### config.mk
export PLATFORM = sky130hd
export DESIGN_NAME = first_fit_block_allocator
export DESIGN_NICKNAME = d
export VERILOG_FILES = /design/src/hw/rtl/ffba_pkg.sv /design/src/hw/rtl/first_fit_block_allocator.sv /design/src/hw/rtl/ffba_cell.sv
export SDC_FILE = /design/constraint.sdc
export NUM_CORES = 2
export LEC_CHECK = 0
export BUFFER_PORTS_ARGS = -buffer_cell sky130_fd_sc_hd__buf_4
export CAP_MARGIN = 20
export CORE_MARGIN = 2
export CORE_UTILIZATION = 45
export DETAILED_ROUTE_END_ITERATION = 7
export PLACE_DENSITY = 0.66
export SLEW_MARGIN = 30
export SYNTH_ARGS = -nofsm -noshare
export SYNTH_HDL_FRONTEND = slang
export SYNTH_HIERARCHICAL = 1
export SYNTH_SLANG_ARGS = --single-unit
### constraint.sdc
create_clock -name i_clk -period 12.4 [get_ports i_clk]
set_clock_uncertainty 0.2 [all_clocks]
set_input_delay 0.62 -clock i_clk [delete_from_list [all_inputs] [get_ports i_clk]]
set_output_delay 0.62 -clock i_clk [all_outputs]
set_load 0.1 [all_outputs]
### src/hw/rtl/ffba_pkg.sv
// Shared types and constants for the first-fit block allocator.
package ffba_pkg;
    localparam int POOL_SIZE_DEF = 4096;
    localparam int TABLE_DEPTH_DEF = 16;
    localparam int REQ_W = 13;
    localparam int OFF_W = 12;
    localparam int ST_W = 2;

    localparam logic [ST_W-1:0] ST_OK = 2'd0;
    localparam logic [ST_W-1:0] ST_NOFIT = 2'd1;
    localparam logic [ST_W-1:0] ST_UNKNOWN = 2'd2;
    localparam logic [ST_W-1:0] ST_FULL = 2'd3;

    typedef enum logic [3:0] {
        S_IDLE = 4'b0001,
        S_SCAN = 4'b0010,
        S_EXEC = 4'b0100,
        S_DONE = 4'b1000
    } t_state;
endpackage

### src/hw/rtl/first_fit_block_allocator.sv
// Top level of the first-fit block allocator: free and used tables as rows of cells.
//  channel   dir  handshake            payload
//  s_axis    in   s_axis_tvalid/tready tdata: req_size[12:0], block_offset[24:13]; tuser: cmd
//  m_axis    out  m_axis_tvalid/tready tdata: grant_offset[11:0], status[13:12]
//  cfg       in   i_cfg_we             i_cfg_wdata: split_slack
// An item is processed as one scan step per table entry, then an update step in
// which both cell rows shift or load in place, then delivery.
// Reset restores both tables. The result waits in the output register until taken;
// the next item is accepted once it has been taken.
module first_fit_block_allocator
    import ffba_pkg::*;
#(
    parameter int POOL_SIZE = POOL_SIZE_DEF,
    parameter int TABLE_DEPTH = TABLE_DEPTH_DEF
) (
    input  logic        i_clk,
    input  logic        i_rst_n,
    input  logic        s_axis_tvalid,
    output logic        s_axis_tready,
    input  logic [31:0] s_axis_tdata,   // req_size, block_offset
    input  logic        s_axis_tuser,   // cmd
    output logic        m_axis_tvalid,
    input  logic        m_axis_tready,
    output logic [15:0] m_axis_tdata,   // grant_offset, status
    input  logic        i_cfg_we,
    input  logic [15:0] i_cfg_wdata     // split_slack
);
    localparam int AW = $clog2(POOL_SIZE + 1) > REQ_W ? $clog2(POOL_SIZE + 1) : REQ_W;
    localparam int IW = $clog2(TABLE_DEPTH);
    localparam int CW = $clog2(TABLE_DEPTH + 1);

    t_state r_state;
    logic [REQ_W-1:0] r_slack, r_req;
    logic [OFF_W-1:0] r_boff;
    logic r_cmd;
    logic [CW-1:0] r_free_cnt, r_used_cnt, r_scan;
    logic [IW-1:0] r_hit;
    logic r_found;
    logic [OFF_W-1:0] r_grant;
    logic [ST_W-1:0] r_status;

    logic [AW-1:0] f_off [TABLE_DEPTH];
    logic [AW-1:0] f_size[TABLE_DEPTH];
    logic          f_val [TABLE_DEPTH];
    logic [AW-1:0] u_off [TABLE_DEPTH];
    logic [AW-1:0] u_size[TABLE_DEPTH];
    logic          u_val [TABLE_DEPTH];

    logic [AW-1:0] fl_off [TABLE_DEPTH];
    logic [AW-1:0] fl_size[TABLE_DEPTH];
    logic          fl_val [TABLE_DEPTH];
    logic          fl_ld  [TABLE_DEPTH];
    logic [AW-1:0] ul_off [TABLE_DEPTH];
    logic [AW-1:0] ul_size[TABLE_DEPTH];
    logic          ul_val [TABLE_DEPTH];
    logic          ul_ld  [TABLE_DEPTH];

    logic [IW-1:0] scan_ix;
    logic [AW-1:0] req_w, hit_off, hit_size, grant_sz, left_sz, at_w, blk_off, blk_size;
    logic [AW:0]   sum_w;
    logic          scan_hit, do_update;

    assign scan_ix = r_scan[IW-1:0];
    assign req_w = AW'(r_req);
    assign hit_off = f_off[r_hit];
    assign hit_size = f_size[r_hit];
    assign sum_w = (AW+1)'(r_req) + (AW+1)'(r_slack);
    assign grant_sz = (sum_w >= (AW+1)'(hit_size)) ? hit_size : req_w;
    assign left_sz = hit_size - grant_sz;
    assign at_w = hit_off + left_sz;
    assign blk_off = u_off[r_hit];
    assign blk_size = u_size[r_hit];

    always_comb begin
        scan_hit = 1'b0;
        if (r_cmd == 1'b0) begin
            scan_hit = (r_scan < r_free_cnt) && (f_size[scan_ix] > req_w);
        end else begin
            scan_hit = (r_scan < r_used_cnt) &&
                       (u_off[IW'(r_used_cnt - CW'(1) - r_scan)] == AW'(r_boff));
        end
    end

    assign do_update = (r_state == S_EXEC) && r_found &&
        ((r_cmd == 1'b0) ? (r_req != '0 && r_used_cnt < CW'(TABLE_DEPTH))
                         : (r_free_cnt < CW'(TABLE_DEPTH)));

    genvar g;
    generate
        for (g = 0; g < TABLE_DEPTH; g++) begin : g_cells
            always_comb begin
                fl_ld[g] = 1'b0;
                fl_off[g] = f_off[g];
                fl_size[g] = f_size[g];
                fl_val[g] = f_val[g];
                ul_ld[g] = 1'b0;
                ul_off[g] = u_off[g];
                ul_size[g] = u_size[g];
                ul_val[g] = u_val[g];
                if (do_update && r_cmd == 1'b0) begin
                    if (IW'(g) == r_used_cnt[IW-1:0]) begin
                        ul_ld[g] = 1'b1;
                        ul_off[g] = at_w;
                        ul_size[g] = grant_sz;
                        ul_val[g] = 1'b1;
                    end
                    if (IW'(g) == r_hit) begin
                        fl_ld[g] = 1'b1;
                        fl_size[g] = left_sz;
                    end
                    if (left_sz == '0 && IW'(g) >= r_hit) begin
                        fl_ld[g] = 1'b1;
                        if (g + 1 < TABLE_DEPTH) begin
                            fl_off[g] = f_off[(g + 1) % TABLE_DEPTH];
                            fl_size[g] = f_size[(g + 1) % TABLE_DEPTH];
                            fl_val[g] = f_val[(g + 1) % TABLE_DEPTH];
                        end else begin
                            fl_val[g] = 1'b0;
                        end
                    end
                end else if (do_update) begin
                    if (IW'(g) >= r_hit) begin
                        ul_ld[g] = 1'b1;
                        if (g + 1 < TABLE_DEPTH) begin
                            ul_off[g] = u_off[(g + 1) % TABLE_DEPTH];
                            ul_size[g] = u_size[(g + 1) % TABLE_DEPTH];
                            ul_val[g] = u_val[(g + 1) % TABLE_DEPTH];
                        end
                    end
                    if (!f_val[g] || f_off[g] <= blk_off) begin
                        fl_ld[g] = 1'b1;
                        if (g == 0 || !(f_val[(g + TABLE_DEPTH - 1) % TABLE_DEPTH] &&
                                f_off[(g + TABLE_DEPTH - 1) % TABLE_DEPTH] > blk_off)) begin
                            if (g > 0) begin
                                fl_off[g] = f_off[(g + TABLE_DEPTH - 1) % TABLE_DEPTH];
                                fl_size[g] = f_size[(g + TABLE_DEPTH - 1) % TABLE_DEPTH];
                                fl_val[g] = f_val[(g + TABLE_DEPTH - 1) % TABLE_DEPTH];
                            end
                        end
                        if (g == 0 || (f_val[(g + TABLE_DEPTH - 1) % TABLE_DEPTH] &&
                                f_off[(g + TABLE_DEPTH - 1) % TABLE_DEPTH] > blk_off)) begin
                            fl_off[g] = blk_off;
                            fl_size[g] = blk_size;
                            fl_val[g] = 1'b1;
                        end
                    end
                end
            end

            ffba_cell #(.AW(AW)) u_free (
                .i_clk(i_clk), .i_rst_n(i_rst_n),
                .i_rst_valid(g == 0), .i_rst_off('0),
                .i_rst_size(g == 0 ? AW'(POOL_SIZE) : '0),
                .i_load(fl_ld[g]), .i_load_off(fl_off[g]), .i_load_size(fl_size[g]),
                .i_load_valid(fl_val[g]),
                .o_off(f_off[g]), .o_size(f_size[g]), .o_valid(f_val[g])
            );
            ffba_cell #(.AW(AW)) u_used (
                .i_clk(i_clk), .i_rst_n(i_rst_n),
                .i_rst_valid(1'b0), .i_rst_off('0), .i_rst_size('0),
                .i_load(ul_ld[g]), .i_load_off(ul_off[g]), .i_load_size(ul_size[g]),
                .i_load_valid(ul_val[g]),
                .o_off(u_off[g]), .o_size(u_size[g]), .o_valid(u_val[g])
            );
        end
    endgenerate

    always_ff @(posedge i_clk) begin
        if (!i_rst_n) begin
            r_state <= S_IDLE;
            r_slack <= REQ_W'(4);
            r_free_cnt <= CW'(1);
            r_used_cnt <= '0;
        end else begin
            if (i_cfg_we) begin
                r_slack <= i_cfg_wdata[REQ_W-1:0];
            end
            case (r_state)
                S_IDLE: begin
                    if (s_axis_tvalid) begin
                        r_cmd <= s_axis_tuser;
                        r_req <= s_axis_tdata[REQ_W-1:0];
                        r_boff <= s_axis_tdata[REQ_W+OFF_W-1:REQ_W];
                        r_scan <= '0;
                        r_found <= 1'b0;
                        r_state <= S_SCAN;
                    end
                end
                S_SCAN: begin
                    if (scan_hit && !r_found) begin
                        r_found <= 1'b1;
                        r_hit <= (r_cmd == 1'b0) ? scan_ix
                                                 : IW'(r_used_cnt - CW'(1) - r_scan);
                    end
                    if (r_scan == CW'(TABLE_DEPTH - 1)) begin
                        r_state <= S_EXEC;
                    end
                    r_scan <= r_scan + CW'(1);
                end
                S_EXEC: begin
                    r_grant <= '0;
                    if (r_cmd == 1'b0) begin
                        if (r_req == '0 || !r_found) begin
                            r_status <= ST_NOFIT;
                        end else if (!do_update) begin
                            r_status <= ST_FULL;
                        end else begin
                            r_status <= ST_OK;
                            r_grant <= at_w[OFF_W-1:0];
                            r_used_cnt <= r_used_cnt + CW'(1);
                            if (left_sz == '0) begin
                                r_free_cnt <= r_free_cnt - CW'(1);
                            end
                        end
                    end else begin
                        if (!r_found) begin
                            r_status <= ST_UNKNOWN;
                        end else if (!do_update) begin
                            r_status <= ST_FULL;
                        end else begin
                            r_status <= ST_OK;
                            r_free_cnt <= r_free_cnt + CW'(1);
                            r_used_cnt <= r_used_cnt - CW'(1);
                        end
                    end
                    r_state <= S_DONE;
                end
                S_DONE: begin
                    if (m_axis_tready) begin
                        r_state <= S_IDLE;
                    end
                end
                default: r_state <= S_IDLE;
            endcase
        end
    end

    assign s_axis_tready = (r_state == S_IDLE);
    assign m_axis_tvalid = (r_state == S_DONE);
    assign m_axis_tdata = {2'b00, r_status, r_grant};

    a_cnt_bound: assert property (@(posedge i_clk) disable iff (!i_rst_n)
        r_free_cnt <= CW'(TABLE_DEPTH) && r_used_cnt <= CW'(TABLE_DEPTH))
        else $error("table count overflow");
    a_total: assert property (@(posedge i_clk) disable iff (!i_rst_n)
        (r_state == S_EXEC) |=> ((CW+1)'(r_free_cnt) + (CW+1)'(r_used_cnt)) >=
            (CW+1)'($past(r_free_cnt)) || $past(r_cmd))
        else $error("allocation lost a free block count");
    a_nofit_zero: assert property (@(posedge i_clk) disable iff (!i_rst_n)
        m_axis_tvalid && r_status != ST_OK |-> r_grant == '0)
        else $error("failed item reports nonzero offset");
endmodule

### src/hw/rtl/ffba_cell.sv
// One table entry cell: holds offset, size and valid bit; supports reset and load (shifts are loads of a neighbour).
module ffba_cell
    import ffba_pkg::*;
#(
    parameter int AW = 17
) (
    input  logic          i_clk,
    input  logic          i_rst_n,
    input  logic          i_rst_valid,
    input  logic [AW-1:0] i_rst_off,
    input  logic [AW-1:0] i_rst_size,
    input  logic          i_load,
    input  logic [AW-1:0] i_load_off,
    input  logic [AW-1:0] i_load_size,
    input  logic          i_load_valid,
    output logic [AW-1:0] o_off,
    output logic [AW-1:0] o_size,
    output logic          o_valid
);
    logic [AW-1:0] r_off, r_size;
    logic          r_valid;

    always_ff @(posedge i_clk) begin
        if (!i_rst_n) begin
            r_valid <= i_rst_valid;
            r_off   <= i_rst_off;
            r_size  <= i_rst_size;
        end else if (i_load) begin
            r_valid <= i_load_valid;
            r_off   <= i_load_off;
            r_size  <= i_load_size;
        end
    end

    assign o_off = r_off;
    assign o_size = r_size;
    assign o_valid = r_valid;
endmodule
==> summary.txt <==
Clock network
  • Worst-Skew Late Latency: between 0.8 and 0.9 ns
  • Bufs on Longest Clock Path: 3
  • Root buffer cell: clkbuf_16
  • CTS Buf Count: about 120
  • Post-CTS Setup Repair Bufs: 0
  • CTS tree: built
  • H-tree depth: 3
  • Clock transition at path regs: 0.06 ns
  • CTS sink cnt: 925

Job
  • Max-cap violations: 0

Critical path
  • CP Max Fanout: 24
  • Setup crit end kind: flop
  • Critical Path Most Common Cell: buf_4
  • Req. time, crit path: approximately 13 ns
  • Critical setup path kind: reg -> reg
  • CP Buf/Inv Count: 7
  • CP delay by family, top: simple AND/OR/NAND/NOR gates
  • Crit path DAT: roughly 11 ns
  • Startpoint types: flop
  • Max stage delay on crit path: 1.00 ns
  • Crit-path slowest cell: edfxtp_1

Routing
  • Met2 WL: about 140000 um
  • Vias after detailed routing: slightly below 70000
  • Top routing layer in use: met5
  • DRT iter0 DRCs: around 10000
  • Avg Vias per Cell: 6.62
  • Wirelength per Cell: a little under 30 um
  • Wire length on met3: approximately 34000 um
  • Post-route DRC: 0
  • Remaining antenna violation count: 0
  • Total Wirelength: ~310000 um
  • Pre-antenna DRT Iters: 8
  • Met1 Wirelength: about 120000 um

Global route
  • First-pass GRT wire length: about 440000 um
  • All-Layer GR Usage: 0.321
  • GRT Residual Overflow: 0
  • Largest net degree at the start of global routing: roughly 210
  • Antenna violations before repair: 13
  • Vias in the first global route: ~66000

Timing
  • Final setup TNS: 0 ns
  • Worst setup margin: 1.46 ns
  • Tmin final: between 10 and 15 ns
  • RSZ-0062 raised after global routing: no
  • Max Slew Vio Count: 0
  • Highest clock rate: 91.4 MHz
  • Slew HR: 0.252
  • Slew at the pin closest to its max-slew limit: approximately 1.1 ns
  • Final hold viol count: 0
  • # setup viols final: 0
  • Crit share post-route: 0.882

Synthesis
  • Synthesis Warnings: 6
  • Mapped cell area: 0.0812 mm^2
  • Synthesized area per cell: ~11 um^2
  • Cell count after synthesis: 7221

Cells and area
  • Proportion of layout cells with a drive suffix above 1: 0.239
  • Reg area: between 0.02 and 0.03 mm^2
  • Area occupied by multi-input gates: between 0.05 and 0.06 mm^2
  • Nets: 8207
  • Area grow syn2layout: 11.4%
  • Fillers: 15800

Place
  • PortBufs: 59
  • Dpl hpwl: around 200000 um
  • Pre-CTS WS: 1.35 ns
  • GPL Wtd Cong: around 0.95

Floorplanning
  • Die ar.: approximately 0.18 mm^2
  • Initial Util: 0.454
  • Die Y-Extent: between 400 and 500 um
  • I/O pins: between 70 and 80
  • Core footprint: approximately 0.18 mm^2
  • # rows: 155
  • Die X: 429 um

Pwr
  • Worst vdd ir: between 0.2 and 0.3 mV
  • Leakage: ~0.036 uW
  • Power Density: 121 mW/mm^2

Run status
  • Outcome: complete, no violations

Hold path
  • HP Class: in -> reg
[metrics by stage]
stage / power [uW] / std cells / cell area (um^2) / hold slack (ns) / utilization
5_1_grt: 11200 / 10300 / 90400 / 0.0899 / 0.506
2_1_floorplan: 6100 / 8069 / 84400 / 0.249 / -
3_3_place_gp: 7260 / 10000 / 86100 / 0.289 / 0.481
6_report: 10900 / 10300 / 90400 / 0.0441 / 0.506
3_5_place_dp: 7330 / 10100 / 86200 / 0.308 / 0.482
4_1_cts: 10800 / 10300 / 90300 / 0.0309 / 0.505
[cell type report]
cell class,instances,share of cell area
Sequential cell,925,0.304
Timing Repair Buffer,311,0.0289
Clock buffer,158,0.0347
Multi-Input combinational cell,6370,0.588
Inverter,132,0.00548
Clock inverter,54,0.00605
Tap cell,2355,0.0326
Antenna cell,6,0.000166
[placed cells by master (no fill, tap or decap), types with 102 or more instances in the layout]
cell type,instances
edfxtp_1,898
conb_1,850
o21ai_0,664
mux2_4,609
nand2_1,560
mux2i_1,476
nor2_1,406
mux4_2,377
ha_1,290
a22oi_1,275
a21oi_1,268
buf_4,256
mux2_2,248
o211ai_1,168
inv_1,130
clkbuf_16,118
o22ai_1,114
o221a_2,102
[state kept, by name, indices dropped and copies added (netlist names)]
signal                  count
g_cells.u_used/o_size     208
g_cells.u_free/o_valid     16
r_grant                    12
r_found                     1
r_cmd                       1
r_state                     4
r_free_cnt                  5
r_status                    2
g_cells.u_used/o_off      208
r_scan                      5
g_cells.u_free/o_size     208
r_hit                       4
r_boff                     12
r_req                      13
g_cells.u_free/o_off      208
r_slack                    13
r_used_cnt                  5
[worst paths after layout]
kind	startpoint	end	slack, ns	cells after the start
worst min-delay path	i_cfg_we	r_slack[2]$_SDFFE_PN1P_	0.04	3
worst max register to register	r_hit[1]$_DFFE_PP_	g_cells[12].u_free/o_off[5]$_DFFE_PP_	1.46	29
worst min register to register	r_free_cnt[2]$_SDFFE_PN0P_	r_free_cnt[2]$_SDFFE_PN0P_	0.32	2
worst max-delay path	r_hit[1]$_DFFE_PP_	g_cells[12].u_free/o_off[5]$_DFFE_PP_	1.46	29
[power breakdown]
group	leakage (uW)	switching [uW]	internal, uW
logic	0.0251	2150	1270
registers	0.00898	315	3720
clock network	0.00179	1510	1930
[routing by layer]
metal  GRT usage  vias up
li1            -    28800
met3      0.0700      994
met1       0.416    33900
met5           0        -
met2       0.493     4463
met4       0.192        4
[worst min-delay path: stages]
cell and delay [ns]:
buf_4 0.19, mux2i_1 0.14, nand2_1 0.06
[timing repair]
| action | in CTS | in global routing |
|---|---|---|
| gates resized for setup | 0 | 0 |
| hold endpoints to repair | 41 | 0 |
| hold buffers | 41 | 0 |
No activity file was read; power rests on OpenSTA's default activity.
